File: config.mk
export PLATFORM = sky130hd
export DESIGN_NAME = nak_missing_page_tracker
export DESIGN_NICKNAME = d
export VERILOG_FILES = /design/src/sv/nmpt_pkg.sv /design/src/sv/nmpt_ram.sv /design/src/sv/nak_missing_page_tracker.sv
export VERILOG_INCLUDE_DIRS = /design/src /design/src/sv
export SDC_FILE = /design/constraint.sdc
export NUM_CORES = 2
export LEC_CHECK = 0
export BUFFER_PORTS_ARGS = -buffer_cell sky130_fd_sc_hd__buf_4
export CAP_MARGIN = 40
export CORE_ASPECT_RATIO = 0.9
export CORE_MARGIN = 10
export CORE_UTILIZATION = 40
export CTS_CLUSTER_SIZE = 30
export DETAILED_ROUTE_END_ITERATION = 8
export HOLD_SLACK_MARGIN = 0.1
export PLACE_DENSITY = 0.55
export SKIP_CTS_REPAIR_TIMING = 1
export SLEW_MARGIN = 30
export SYNTH_ARGS = -nofsm -noshare
export SYNTH_HDL_FRONTEND = slang
export SYNTH_SLANG_ARGS = --single-unit
File: constraint.sdc
create_clock -name clock -period 55.4 [get_ports clock]
set_clock_uncertainty 0.2 [all_clocks]
set_input_delay 2.77 -clock clock [delete_from_list [all_inputs] [get_ports clock]]
set_output_delay 2.77 -clock clock [all_outputs]
set_load 0.02 [all_outputs]
File: src/sv/nak_missing_page_tracker_macros.svh
// ---------------------------------------------------------------------------
// Assertion macros for the missing-page tracker
// Clocked property checks, one form of which reset switches off. Define ASSERT_OFF to
// drop every check.
// ---------------------------------------------------------------------------
`ifndef NAK_MISSING_PAGE_TRACKER_MACROS_SVH
`define NAK_MISSING_PAGE_TRACKER_MACROS_SVH

`ifndef ASSERT_OFF
// Check prop at every rising edge of clk while rst is low.
`define NMPT_ASSERT(label, clk, rst, prop) \
   label: assert property (@(posedge clk) disable iff (rst) prop) \
      else $error("%m: property check failed");
// Check prop at every rising edge of clk, reset included.
`define NMPT_ASSERT_ALWAYS(label, clk, prop) \
   label: assert property (@(posedge clk) prop) \
      else $error("%m: property check failed");
`else
`define NMPT_ASSERT(label, clk, rst, prop)
`define NMPT_ASSERT_ALWAYS(label, clk, prop)
`endif

`endif

File: src/sv/nmpt_pkg.sv
// ---------------------------------------------------------------------------
// Missing-page tracker package
// Word types, operation and complaint codes, register indexes and resets.
// ---------------------------------------------------------------------------
`timescale 1ns / 1ps

package nmpt_pkg;

   localparam int PAGE_W     = 11;
   localparam int WAIT_W     = 16;
   localparam int RETRY_W    = 8;
   localparam int TOTAL_W    = 32;
   localparam int CMP_W      = 17;  // holds any page bound up to 65536
   localparam int CSR_IDX_W  = 2;
   localparam int CSR_DATA_W = 16;

   localparam logic [PAGE_W-1:0]  PAGE_COUNT_RST  = 11'd1024;
   localparam logic [WAIT_W-1:0]  WAIT_TICKS_RST  = 16'd1000;
   localparam logic [RETRY_W-1:0] RETRY_LIMIT_RST = 8'd5;

   typedef enum logic [2:0] {
      OP_COMPLAINT   = 3'd0,
      OP_PAGE_RESENT = 3'd1,
      OP_QUERY_PAGE  = 3'd2,
      OP_TICK        = 3'd3,
      OP_ARM_WAIT    = 3'd4,
      OP_CLEAR_ALL   = 3'd5
   } op_type;

   typedef enum logic [2:0] {
      CC_PAGE_RECEIVED = 3'd0,
      CC_START_OK      = 3'd1,
      CC_EOF_OK        = 3'd2,
      CC_MISSING_PAGE  = 3'd3,
      CC_LAST_MISSING  = 3'd4
   } complaint_type;

   typedef enum logic [CSR_IDX_W-1:0] {
      CSR_PAGE_COUNT  = 2'd0,
      CSR_WAIT_TICKS  = 2'd1,
      CSR_RETRY_LIMIT = 2'd2
   } csr_index_type;

   typedef enum logic [1:0] {
      ST_SWEEP,
      ST_IDLE,
      ST_EXEC
   } state_type;

   typedef struct packed {
      logic [2:0]        operation;
      logic [2:0]        complaint_code;
      logic              frame_ok;
      logic [PAGE_W-1:0] page;
   } req_type;

   typedef struct packed {
      logic               handled;
      logic               page_missing;
      logic               any_missing;
      logic [TOTAL_W-1:0] missing_reports;
      logic               peer_ready;
      logic               resend;
      logic               timed_out;
   } rsp_type;

endpackage

File: src/sv/nmpt_ram.sv
// ---------------------------------------------------------------------------
// Generic single-port-write RAM
// One write port, one read port, read data registered.
// ---------------------------------------------------------------------------
`timescale 1ns / 1ps

module nmpt_ram #(
   parameter int WIDTH = 1,
   parameter int DEPTH = 1024
) (
   input  logic                     clock,
   input  logic                     wr_en,
   input  logic [$clog2(DEPTH)-1:0] wr_addr,
   input  logic [WIDTH-1:0]         wr_data,
   input  logic [$clog2(DEPTH)-1:0] rd_addr,
   output logic [WIDTH-1:0]         rd_data
);

   logic [WIDTH-1:0] mem [DEPTH];

   always_ff @(posedge clock) begin
      if (wr_en) begin
         mem[wr_addr] <= wr_data;
      end
      rd_data <= mem[rd_addr];
   end

endmodule

File: src/sv/nak_missing_page_tracker.sv
// ---------------------------------------------------------------------------
// Missing-page tracker
// Sender-side bookkeeping of receiver complaints, missing pages and the
// acknowledgement wait of a reliable multicast transfer.
// ---------------------------------------------------------------------------
// For each accepted word the bitmap RAM is read in the cycle of acceptance, and
// the entry is modified and written back in ST_EXEC, which also loads the
// result register. A result that waits to be taken does not stop the next
// word from being accepted; that word holds in ST_EXEC until the result
// register frees. A clear-all word delivers its result and then sweeps the
// bitmap, one entry a cycle, with req_stall high. The same sweep runs after
// reset before the first word is taken. Register writes are taken in any
// cycle but should only be issued while no word is in flight.
`timescale 1ns / 1ps
`include "nak_missing_page_tracker_macros.svh"

module nak_missing_page_tracker
   import nmpt_pkg::*;
#(
   parameter int MAX_PAGES = 1024
) (
   input  logic                  clock,
   input  logic                  reset,
   // complaint / command words
   input  logic                  req_valid,
   output logic                  req_stall,
   input  req_type               req_data,
   // result words
   output logic                  rsp_valid,
   input  logic                  rsp_stall,
   output rsp_type               rsp_data,
   // register writes
   input  logic                  csr_wr_en,
   input  logic [CSR_IDX_W-1:0]  csr_index,
   input  logic [CSR_DATA_W-1:0] csr_wr_data
);

   localparam int AW = $clog2(MAX_PAGES);       // bitmap address
   localparam int CW = $clog2(MAX_PAGES + 1);   // count of marked pages

   localparam logic [CMP_W-1:0] MAX_PAGES_W = CMP_W'(MAX_PAGES);
   localparam logic [AW-1:0]    LAST_ADDR   = AW'(MAX_PAGES - 1);

   // ---------------------------------------------------------------------
   // Registers
   // ---------------------------------------------------------------------
   state_type            state_ff,        state_in;
   logic [AW-1:0]        sweep_addr_ff,   sweep_addr_in;

   req_type              item_ff;
   logic [AW-1:0]        item_addr_ff;

   logic                 rsp_valid_ff,    rsp_valid_in;
   rsp_type              rsp_ff,          rsp_in;

   logic [PAGE_W-1:0]    page_count_ff;
   logic [WAIT_W-1:0]    wait_ticks_ff;
   logic [RETRY_W-1:0]   retry_limit_ff;

   logic [CW-1:0]        marked_count_ff, marked_count_in;
   logic [TOTAL_W-1:0]   report_total_ff, report_total_in;
   logic                 ready_ff,        ready_in;
   logic                 waiting_ff,      waiting_in;
   logic [WAIT_W-1:0]    elapsed_ff,      elapsed_in;
   logic [RETRY_W-1:0]   expiry_ff,       expiry_in;

   // ---------------------------------------------------------------------
   // Control and datapath nets
   // ---------------------------------------------------------------------
   logic                 out_free;
   logic                 req_accept;
   logic                 exec_fire;
   logic                 sweep_last;

   logic                 ram_wr_en;
   logic [AW-1:0]        ram_wr_addr;
   logic                 ram_wr_data;
   logic [AW-1:0]        ram_rd_addr;
   logic                 ram_rd_data;

   logic [AW-1:0]        req_addr;
   logic [CMP_W-1:0]     item_page_w;
   logic [CMP_W-1:0]     page_limit;
   logic                 report_in_range;
   logic                 page_in_store;

   logic                 bit_wr;
   logic                 bit_value;
   logic                 handled;
   logic                 page_missing;
   logic                 resend;
   logic                 timed_out;
   logic [WAIT_W-1:0]    elapsed_inc;
   logic [RETRY_W-1:0]   expiry_inc;

   // ---------------------------------------------------------------------
   // Bitmap of missing pages
   // ---------------------------------------------------------------------
   nmpt_ram #(
      .WIDTH (1),
      .DEPTH (MAX_PAGES)
   ) u_bitmap (
      .clock   (clock),
      .wr_en   (ram_wr_en),
      .wr_addr (ram_wr_addr),
      .wr_data (ram_wr_data),
      .rd_addr (ram_rd_addr),
      .rd_data (ram_rd_data)
   );

   // Complaints carry one-based pages, resend and query carry zero-based.
   // Out-of-range pages alias harmlessly; the checks below drop them.
   assign req_addr = (req_data.operation == OP_COMPLAINT)
                   ? AW'(CMP_W'(req_data.page) - CMP_W'(1))
                   : AW'(CMP_W'(req_data.page));

   assign item_page_w     = CMP_W'(item_ff.page);
   assign page_limit      = (CMP_W'(page_count_ff) > MAX_PAGES_W)
                          ? MAX_PAGES_W : CMP_W'(page_count_ff);
   assign report_in_range = (item_page_w != '0) && (item_page_w <= page_limit);
   assign page_in_store   = item_page_w < MAX_PAGES_W;

   // ---------------------------------------------------------------------
   // Handshake
   // ---------------------------------------------------------------------
   assign out_free   = !rsp_valid_ff || !rsp_stall;
   assign req_accept = req_valid && !req_stall;
   assign exec_fire  = (state_ff == ST_EXEC) && out_free;
   assign sweep_last = sweep_addr_ff == LAST_ADDR;

   assign rsp_valid  = rsp_valid_ff;
   assign rsp_data   = rsp_ff;

   // ---------------------------------------------------------------------
   // Sequencer: next state
   // ---------------------------------------------------------------------
   always_comb begin : next_state
      state_in = state_ff;
      unique case (state_ff)
         ST_SWEEP: begin
            if (sweep_last) begin
               state_in = ST_IDLE;
            end
         end
         ST_IDLE: begin
            if (req_accept) begin
               state_in = ST_EXEC;
            end
         end
         ST_EXEC: begin
            if (exec_fire) begin
               state_in = (item_ff.operation == OP_CLEAR_ALL) ? ST_SWEEP : ST_IDLE;
            end
         end
         default: state_in = ST_SWEEP;
      endcase
   end

   // ---------------------------------------------------------------------
   // Sequencer: outputs and RAM control
   // ---------------------------------------------------------------------
   always_comb begin : seq_outputs
      req_stall     = 1'b1;
      sweep_addr_in = sweep_addr_ff;
      ram_wr_en     = 1'b0;
      ram_wr_addr   = item_addr_ff;
      ram_wr_data   = bit_value;
      // Keep re-reading the held entry so the data survives an output stall.
      ram_rd_addr   = item_addr_ff;
      unique case (state_ff)
         ST_SWEEP: begin
            ram_wr_en     = 1'b1;
            ram_wr_addr   = sweep_addr_ff;
            ram_wr_data   = 1'b0;
            sweep_addr_in = sweep_last ? '0 : sweep_addr_ff + AW'(1);
         end
         ST_IDLE: begin
            req_stall   = 1'b0;
            ram_rd_addr = req_addr;
         end
         ST_EXEC: begin
            ram_wr_en = exec_fire && bit_wr;
         end
         default: ;
      endcase
   end

   // ---------------------------------------------------------------------
   // Per-word update: modify the bitmap entry and the scalar state
   // ---------------------------------------------------------------------
   assign elapsed_inc = (elapsed_ff != '1) ? elapsed_ff + WAIT_W'(1) : elapsed_ff;

   always_comb begin : word_update
      marked_count_in = marked_count_ff;
      report_total_in = report_total_ff;
      ready_in        = ready_ff;
      waiting_in      = waiting_ff;
      elapsed_in      = elapsed_ff;
      expiry_in       = expiry_ff;
      expiry_inc      = expiry_ff;
      bit_wr          = 1'b0;
      bit_value       = 1'b0;
      handled         = 1'b0;
      page_missing    = 1'b0;
      resend          = 1'b0;
      timed_out       = 1'b0;

      if (exec_fire) begin
         unique case (item_ff.operation)
            OP_COMPLAINT: begin
               if (item_ff.frame_ok) begin
                  unique case (item_ff.complaint_code) inside
                     CC_PAGE_RECEIVED: begin
                        handled = 1'b1;
                     end
                     CC_START_OK, CC_EOF_OK: begin
                        handled    = 1'b1;
                        ready_in   = 1'b1;
                        waiting_in = 1'b0;
                     end
                     CC_MISSING_PAGE, CC_LAST_MISSING: begin
                        handled = 1'b1;
                        if (report_in_range) begin
                           // mark once, count every report
                           if (!ram_rd_data) begin
                              bit_wr          = 1'b1;
                              bit_value       = 1'b1;
                              marked_count_in = marked_count_ff + CW'(1);
                           end
                           if (report_total_ff != '1) begin
                              report_total_in = report_total_ff + TOTAL_W'(1);
                           end
                           if (item_ff.complaint_code == CC_LAST_MISSING) begin
                              ready_in   = 1'b1;
                              waiting_in = 1'b0;
                           end
                        end
                     end
                     default: ;
                  endcase
                  if (handled && waiting_in) begin
                     elapsed_in = '0;
                  end
               end
            end
            OP_PAGE_RESENT: begin
               if (page_in_store && ram_rd_data) begin
                  bit_wr          = 1'b1;
                  bit_value       = 1'b0;
                  marked_count_in = marked_count_ff - CW'(1);
               end
            end
            OP_QUERY_PAGE: begin
               page_missing = page_in_store && ram_rd_data;
            end
            OP_TICK: begin
               if (waiting_ff && !ready_ff) begin
                  elapsed_in = elapsed_inc;
                  if (elapsed_inc >= wait_ticks_ff) begin
                     expiry_inc = (expiry_ff != '1) ? expiry_ff + RETRY_W'(1) : expiry_ff;
                     expiry_in  = expiry_inc;
                     if (expiry_inc < retry_limit_ff) begin
                        resend     = 1'b1;
                        elapsed_in = '0;
                     end else begin
                        timed_out  = 1'b1;
                        waiting_in = 1'b0;
                     end
                  end
               end
            end
            OP_ARM_WAIT: begin
               ready_in   = 1'b0;
               waiting_in = 1'b1;
               elapsed_in = '0;
               expiry_in  = '0;
            end
            OP_CLEAR_ALL: begin
               // the sweep that follows clears the entries themselves
               marked_count_in = '0;
            end
            default: ;
         endcase
      end

      rsp_in.handled         = handled;
      rsp_in.page_missing    = page_missing;
      rsp_in.any_missing     = marked_count_in != '0;
      rsp_in.missing_reports = report_total_in;
      rsp_in.peer_ready      = ready_in;
      rsp_in.resend          = resend;
      rsp_in.timed_out       = timed_out;

      // drop the held result once taken, load the new one when produced
      rsp_valid_in = exec_fire ? 1'b1 : (rsp_valid_ff && rsp_stall);
   end

   // ---------------------------------------------------------------------
   // Control state
   // ---------------------------------------------------------------------
   always_ff @(posedge clock) begin
      if (reset) begin
         state_ff        <= ST_SWEEP;
         sweep_addr_ff   <= '0;
         rsp_valid_ff    <= 1'b0;
         page_count_ff   <= PAGE_COUNT_RST;
         wait_ticks_ff   <= WAIT_TICKS_RST;
         retry_limit_ff  <= RETRY_LIMIT_RST;
         marked_count_ff <= '0;
         report_total_ff <= '0;
         ready_ff        <= 1'b0;
         waiting_ff      <= 1'b0;
         elapsed_ff      <= '0;
         expiry_ff       <= '0;
      end else begin
         state_ff        <= state_in;
         sweep_addr_ff   <= sweep_addr_in;
         rsp_valid_ff    <= rsp_valid_in;
         marked_count_ff <= marked_count_in;
         report_total_ff <= report_total_in;
         ready_ff        <= ready_in;
         waiting_ff      <= waiting_in;
         elapsed_ff      <= elapsed_in;
         expiry_ff       <= expiry_in;
         if (csr_wr_en) begin
            case (csr_index)
               CSR_PAGE_COUNT:  page_count_ff  <= csr_wr_data[PAGE_W-1:0];
               CSR_WAIT_TICKS:  wait_ticks_ff  <= csr_wr_data[WAIT_W-1:0];
               CSR_RETRY_LIMIT: retry_limit_ff <= csr_wr_data[RETRY_W-1:0];
               default: ;
            endcase
         end
      end
   end

   // ---------------------------------------------------------------------
   // Payload: held word and result register
   // ---------------------------------------------------------------------
   always_ff @(posedge clock) begin
      if (req_accept) begin
         item_ff      <= req_data;
         item_addr_ff <= req_addr;
      end
      if (exec_fire) begin
         rsp_ff <= rsp_in;
      end
   end

   // ---------------------------------------------------------------------
   // Checks
   // ---------------------------------------------------------------------
   // a new result only ever follows the write-back cycle of a word
   `NMPT_ASSERT(a_rsp_from_exec, clock, reset, $rose(rsp_valid_ff) |-> $past(state_ff == ST_EXEC))
   // the live count can never pass the number of bitmap entries
   `NMPT_ASSERT(a_count_bound, clock, reset, marked_count_ff <= CW'(MAX_PAGES))
   // setting ready ends the wait and arming clears ready
   `NMPT_ASSERT(a_ready_xor_wait, clock, reset, !(ready_ff && waiting_ff))
   // a timeout abandons the wait
   `NMPT_ASSERT(a_timeout_ends_wait, clock, reset, (exec_fire && timed_out) |=> !waiting_ff)

endmodule

==> results.md <==
* Outcome: finished, final reports clean
* First-pass GRT wire length at 260,000 um
* Clock tree buffer depth at 3
* Total number of yosys warnings at 0
* DRT antenna net count at 0
* Die ar. at 153,000 um^2
* Fin cells at 7,128
* Async SR Flop Fraction at 0
* Final Slew Violations at 0
* Vias/cell at 5.76
* Cell variety after synth at 88
* CTS H-tree depth at 4
* I/O pin total at 81
* Tot Pwr at 1.84 mW
* Final setup viols at 0
* RSZ-0062 raised after global routing: no
* Critical Path Start Type: input pin
* Overall via count from detail_route at 41,100
* Post-Syn Instances at 5,301
* Antenna violations before repair at 5
* HPWL after detailed placement at 93,200 um
* Rel. slew slack at 0.381
* Critical Setup Path Class: input pin to register
* Clk slew on worst S/H paths at 0.06 ns
* Hold Vio Cnt, Final at 0
* Area Overhead vs Synth at 12.0%
* Clk sinks at 1,208
* Area after DPL at 57,400 um^2
* Post-synth EDFFs at 1,090
* Gr usage total at 0.226
* Nets at 5,279
* GRT overflow at 0
* TNS Setup at 0 ns
* Clock Tree Root: clkbuf_16
* Post-layout util at 0.449
* Design area at 61,600 um^2
* Fillcell total at 13,100
* Fmax at 0.116 GHz
* Worst Path Required at 55.85 ns
* Synthesized area at 55,000 um^2
* Lkg Pwr at 19.4 nW
* Number of global-route vias before repair at 38,400
* GP Congestion at 0.820
* Wire per inst at 25.0 um
* Worst Hold Class: register to register
* Final min period at 8.61 ns
* DIE WIDTH at 411 um
* Crit Path Max Fanout at 85
* Inst Count DP at 6,886
* Syn_nets at 5,383
* Max Cap Viol at 0
* CTS tree: done
* Dpl ws at 46.04 ns
* R2R Setup Slk at 48.43 ns
* Number of synthesized register bits at 1,208
* Multi-input gate area at 18,200 um^2
* Average cell area after synthesis at 10.4 um^2
* Tcrit/Tclk final at 0.155
* Core area at 137,000 um^2
* Die Height at 372 um
* Top FF cell, synth: edfxtp_1
* Endpoint class of the critical path: register
* Initial core utilization at 0.401
* CTS buffer count at 130
* Setup ws final at 46.79 ns
* Max rail drop VDD at 0.0000334 V
* DR iter-0 viols at 5,184
* Seq. cell area at 35,100 um^2
* Slew @ Worst Pin at 0.929 ns
* Worst EP arrival at 9.06 ns
* Pre-Repair DR Iteration Count at 6
* # rows at 129
* PwrDens at 29.8 nW/um^2
* DRT Wirelength at 178,000 um
* Port bufs at 80
* Tightest hold margin at 0.254 ns
* Insertion delay to the later sink of the worst-skew pair at 0.77 ns
* Pin count of the biggest net entering global routing at 157
* DRC at 0
* Share of cells above drive strength 1 at 0.0894
* Seq/Total Area, Yosys at 0.638
==> registers in the layout, summed over array words and instances, names as in the netlist, 10 cells and up <==
| signal | count |
|---|---|
| page_count_ff | 11 |
| u_bitmap.mem | 1024 |
| elapsed_ff | 16 |
| item_ff | 18 |
| rsp_data | 38 |
| wait_ticks_ff | 16 |
| sweep_addr_ff | 10 |
| marked_count_ff | 11 |
| item_addr_ff | 10 |
| report_total_ff | 32 |
==> kinds of logic after synthesis <==
| kind of cell | synth area share |
|---|---|
| AO/OA/AOI/OAI | 0.0662 |
| AND/OR/NAND/NOR | 0.228 |
| XOR/XNOR | 0.00971 |
| buffers and inverters | 0.0378 |
| adder cells (fa/ha/maj) | 0.00932 |
| flip-flops | 0.638 |
| multiplexers | 0.0110 |
==> cells in the final DEF (no fill, tap or decap), types with 14 or more instances in the layout <==
master,n
nor2_1,1156
edfxtp_1,1090
nand2_1,943
nand3_1,394
buf_4,169
clkbuf_16,139
and3_1,135
dfxtp_1,118
a211oi_1,99
a31oi_1,96
a311oi_1,71
a21oi_1,66
mux2i_1,56
inv_1,54
nand2_2,47
xnor2_1,43
clkbuf_1,43
nor2b_1,42
nor3_1,41
ha_1,41
nand4_1,38
o21ai_0,31
o2111ai_1,26
clkinv_1,20
xor2_1,18
buf_12,18
a32oi_1,16
clkinv_2,16
nand2b_1,15
nor4_1,14
==> power breakdown <==
group	leakage, nW	switching, mW	internal [mW]
logic	8.68	0.0182	0.00601
clock network	1.93	0.361	0.470
registers	8.79	0.000748	0.980
==> final cells by class <==
class	instances	share of cell area
Clock inverter	42	0.00414
Sequential cell	1208	0.570
Timing Repair Buffer	200	0.0303
Clock buffer	185	0.0598
Inverter	56	0.00341
Multi-Input combinational cell	3601	0.295
Antenna cell	2	0.0000813
Tap cell	1834	0.0373
==> per-layer routing <==
layer / up-vias / wire, um / GRT usage
li1: 18400 / - / -
met1: 20500 / 75900 / 0.313
met2: 1826 / 80900 / 0.357
met3: 295 / 15700 / 0.0422
met4: 6 / 5590 / 0.0772
met5: - / 39 / 0
==> synth_stat cells, drive strengths merged (67+ instances only) <==
cell type | n | area share
clkbuf | 294 | 0.020
a31oi | 98 | 0.011
nand2 | 1004 | 0.069
buf | 142 | 0.014
nor2 | 1166 | 0.080
a311oi | 71 | 0.011
edfxtp | 1090 | 0.59
nand3 | 396 | 0.036
a21oi | 67 | 0.0062
a211oi | 100 | 0.014
and3 | 135 | 0.015
dfxtp | 118 | 0.043
==> critical path: stages <==
cell and delay (ns):
buf_4 0.14, o31ai_1 0.46, nand3_4 0.61, nand2_8 0.80, buf_4 0.52, buf_12 0.30
buf_4 0.42, buf_12 0.28, buf_4 0.68, mux2i_1 0.26, a211oi_1 0.09, a311oi_1 0.32
a211oi_1 0.09, nor4_1 0.39, nor4bb_1 0.11, or4_1 0.50, o211a_1 0.15
==> worst paths after layout <==
kind	startpoint	endpoint	depth (start not counted)
worst max-delay path	req_data[16]	u_bitmap.rd_data	17
worst min-delay path	wait_ticks_ff[14]	wait_ticks_ff[14]	2
worst max register to register	state_ff[0]	u_bitmap.rd_data	16
worst min register to register	wait_ticks_ff[14]	wait_ticks_ff[14]	2
Power figures use the tool's default switching activity.
